File: config.mk
export PLATFORM = sky130hd
export DESIGN_NAME = ffba_ram
export DESIGN_NICKNAME = d
export VERILOG_FILES = /design/src/hdl/first_fit_block_allocator_unit_macros.svh /design/src/hdl/ffba_ram.sv
export SDC_FILE = /design/constraint.sdc
export NUM_CORES = 2
export LEC_CHECK = 0
export BUFFER_PORTS_ARGS = -buffer_cell sky130_fd_sc_hd__buf_2
export CORE_MARGIN = 2
export CORE_UTILIZATION = 42
export DETAILED_ROUTE_END_ITERATION = 6
export GPL_ROUTABILITY_DRIVEN = 0
export MAX_ROUTING_LAYER = met4
export PLACE_DENSITY = 0.57
export SYNTH_ARGS = -nofsm -noshare
export SYNTH_HDL_FRONTEND = slang
export SYNTH_SLANG_ARGS = --single-unit
export TNS_END_PERCENT = 20
File: constraint.sdc
create_clock -name i_clk -period 19.94 [get_ports i_clk]
set_input_delay 2.991 -clock i_clk [delete_from_list [all_inputs] [get_ports i_clk]]
set_output_delay 2.991 -clock i_clk [all_outputs]
set_load 0.02 [all_outputs]
File: src/hdl/first_fit_block_allocator_unit_macros.svh
// assertion macros for the first-fit allocator
// used by the top level; needs nothing else
`ifndef FIRST_FIT_BLOCK_ALLOCATOR_UNIT_MACROS_SVH
`define FIRST_FIT_BLOCK_ALLOCATOR_UNIT_MACROS_SVH

// same-cycle implication under reset
`define FFBA_ASSERT_NOW(lbl, clk, rstn, ante, cons) \
    lbl: assert property (@(posedge clk) disable iff (!(rstn)) (ante) |-> (cons)) \
        else $error("allocator check failed");

// next-cycle implication under reset
`define FFBA_ASSERT_NEXT(lbl, clk, rstn, ante, cons) \
    lbl: assert property (@(posedge clk) disable iff (!(rstn)) (ante) |=> (cons)) \
        else $error("allocator check failed");

`endif

File: src/hdl/ffba_ram.sv
// generic single-write, single-read RAM with registered read data
// no dependencies
`default_nettype none
module ffba_ram #(
    parameter int WIDTH = 64,
    parameter int DEPTH = 64
) (
    input  wire logic                     i_clk,
    input  wire logic                     i_we,
    input  wire logic [$clog2(DEPTH)-1:0] i_waddr,
    input  wire logic [WIDTH-1:0]         i_wdata,
    input  wire logic [$clog2(DEPTH)-1:0] i_raddr,
    output logic      [WIDTH-1:0]         o_rdata
);
    logic [WIDTH-1:0] r_mem [DEPTH];

    // write port and registered read port
    always_ff @(posedge i_clk) begin
        if (i_we) begin
            r_mem[i_waddr] <= i_wdata;
        end
        o_rdata <= r_mem[i_raddr];
    end
endmodule
`default_nettype wire
# Word-level counts from Yosys, hierarchy flattened
# Memory sizes are Yosys's and may differ from the RTL's. A register that Yosys moved wholly into a read port is not among the register bits.
# Index checks and enable logic that the tools add are counted.
totals:
  input_bits: 78
  mem_count: 1
  register_bits: 0
  word_cells: 3
  out_inout_bits: 64
  ramBits: 4096
op_classes:
  n_mux: 2
mem_list:
  columns: ["memory", "words", "width", "rd", "rd_ports_with_merged_regs", "wr", "line_no", "text"]
  rows:
  - ["r_mem", 64, 64, 1, 1, 1, "ffba_ram.sv:15", "logic [WIDTH-1:0] r_mem [DEPTH];"]
op_table:
  columns: ["operator", "count"]
  rows:
  - ["$mux 1", 2]

# Longest topological paths before layout
logic_depth:
  ltp_word: 2
  mapped_depth: 9
  mapped_depth_nobuf: 5

# Least setup slack after synthesis
# OpenSTA, ideal clock, no wires.
synth_path:
  path_kind: "input-to-reg"
  startpoint: "input i_waddr[3]"
  endpoint: "memory r_mem[48][0] (enable)"
  setup_slack_ps: 11513
  t_arrival_ps: 7863
  path_stages: 4
  path_buffers: 1
  t_required_ps: 19376
  cell_sequence: "clkbuf_1 -> nor2b_1 -> nand4b_1 -> nor3_1"
synth_rtl:
  columns: ["item", "line_no", "text"]
  rows:
  - ["from (decl)", "ffba_ram.sv:10", "input wire logic [$clog2(DEPTH)-1:0] i_waddr,"]
  - ["to (decl)", "ffba_ram.sv:15", null]
# No word-level cell before the write port.

==> flow_summary.yaml <==
finish:
  fillCellCount: 29859
  final_util: 0.478
  fin_nets: 7092
  finalNonFillerCells: 12360
  drive_gt1_frac: 0.285
  synthToLayoutAreaGrowth_pct: 13.6
  final_cell_area_mm2: 0.178
clocking:
  cts-root-buf: "clkbuf_16"
  clockBufferDepth: 4
  cts_sinks: 4160
  tritoncts: "yes"
  cts_hold_buf: 0
  ctsResizeCount: 0
  htree_levels: 5
  post_cts_buffers: 0
  cts_buffers: 425
  insertion_delay_ps: 990
  clk_pin_slew_ps: 60
detailed_routing:
  via_count: 75639
  viasPerCell: 6.12
  drc_errors: 2
  drtPass1Iterations: 7
  wl_mm: 445
  final_antenna_net_count: 0
  wire_per_inst_um: 36.0
  drtIter0Drc: 9369
global_route:
  overflow: 0
  first_global_vias: 76093
  grt_start_max_net_pins: 89
  antenna_found_initial: 48
  grt.total_usage: 0.239
  grt_pass1_wl_mm: 615
worst_hold_path:
  holdPathStages: 4
  hold_path.class: "register to register"
  min_to: "o_rdata[42]$_DFF_P_"
  min-delay-start: "r_mem[46][42]$_DFFE_PP_"
placed_design:
  placed_area_mm2: 0.164
  pre_cts_slack_ps: 11260
  io_buffers: 141
  dp.cells: 11559
  hpwl_mm: 236
setup_path:
  crit_type: "input port to register"
  r2r_cells: 4
  r2r_start: "r_mem[31][26]$_DFFE_PP_"
  worstSetupEndpointType: "register"
  timing.reg2reg.setup_slack_ps: 17810
  rr_endpoint: "o_rdata[26]$_DFF_P_"
  startpoint_type: "input port"
  crit_fanout: 86
  required_ps: 20740
  worstPathArrival_ps: 8220
synth:
  synth.most_common_cell: "edfxtp_1"
  yosys-top-cells-count: "edfxtp_1, mux4_2, buf_2"
  syn_area_mm2: 0.156
  netlist_instances: 6598
  async_flop_share: 0
  ys_types: 33
  synth.area.top_cells: "edfxtp_1, mux4_2, mux2i_1, dfxtp_1, a22oi_1"
  ys_ff_latch: 4160
  synth_nets: 6676
  yosys_warnings: 0
  yosysTopAreaCell: "edfxtp_1"
  synth_ff_type: "edfxtp_1"
  yosys.area.top_type_share: 0.787
  ys_seq_area_frac: 0.795
  syn_avg_cell_area_um2: 23.7
  synth_edf_count: 4096
pwr:
  power.density_mw_per_mm2: 104
  irDropWorstVdd_v: 0.0000825
  p_leak_uw: 0.0550
run:
  drv_cap: 0
timing:
  slew_headroom: 0.0980
  worst_slew_pin_slew_ps: 1350
  fmax_mhz: 135
  finalCriticalPeriod_ps: 7430
  fin_ws_ps: 12510
  setup_viol: 0
  setup_tns_ps: 0
  rsz0062_at_grt: "false"
  fin_crit_sh: 0.373
  skew_ps: 50.6
  slew_viol_final: 0
  finalHoldViolations: 0
floorplan:
  die_area_mm2: 0.377
  coreArea_mm2: 0.371
  die_h_um: 614
  row_count: 224
  die_w_um: 614
  ios: 142
  start_util: 0.421
outcome:
  status: "finished, violations left"
  violations: "DRC"
==> critical path: stages <==
cell and delay, ps:
buf_12 490, buf_12 620, buf_4 730, buf_4 870
buf_4 920, mux4_2 600, mux2i_1 190, o22ai_1 110
a31oi_1 280, a211oi_1 100
==> cells by family after synthesis <==
logic type,Yosys count,share of synthesized area
flops,4160,0.795
mux,1159,0.156
compound gates,504,0.0248
buf+inv,389,0.0118
simple gates,386,0.0124
==> through the flow <==
step           total power [uW]  hold WS (ps)
2_1_floorplan             10400           788
3_3_place_gp              10700           815
3_5_place_dp              10800           829
4_1_cts                   18600           845
5_1_grt                   18900           874
6_report                  18400           841
==> placed cells by master (no fill, tap or decap), types with 60 or more instances in the layout <==
master,instances
buf_2,138
clkinv_2,85
o22ai_1,83
edfxtp_1,4096
and3_1,64
dfxtp_1,64
nor2_4,65
mux4_2,1024
a22oi_1,168
clkbuf_16,429
clkbuf_1,101
buf_4,210
a22o_1,88
mux2i_1,135
clkinv_1,75
a211oi_1,60
==> registers in the layout, summed over array words and instances (netlist names) <==
signal / flops
o_rdata: 64
r_mem: 4096
==> final cells by class <==
class	instances	area [um^2]	area share
Tap cell	4972	6220	0.0350
Inverter	19	71.3	0.000402
Timing Repair Buffer	359	2480	0.0140
Sequential cell	4160	124000	0.700
Clock inverter	235	2370	0.0133
Multi-Input combinational cell	2049	30800	0.173
Clock buffer	545	11300	0.0637
Antenna cell	21	52.6	0.000296
==> where the power goes <==
group          switching [uW]  internal, uW
registers                45.2          9690
clock network            3340          4510
logic                     530           295
==> routing by layer <==
metal  GRT usage  wire length (um)  vias up
met5           -                 0        -
met1       0.331            183000    42099
met4      0.0577             10900        0
li1            -                 -    29390
met3      0.0348             34000      634
met2       0.378            217000     3516
==> how the worst max path moves through the flow <==
stage                                         to  slack, ps       start
after CTS                    o_rdata[36]$_DFF_P_      12310  i_raddr[0]
after global placement       o_rdata[36]$_DFF_P_      11260  i_raddr[0]
after floorplan           r_mem[48][0]$_DFFE_PP_      11510  i_waddr[3]
after global routing         o_rdata[39]$_DFF_P_      11870  i_raddr[0]
final                        o_rdata[39]$_DFF_P_      12510  i_raddr[0]
after detailed placement     o_rdata[36]$_DFF_P_      11260  i_raddr[0]
(Power assumes the default switching activity.)
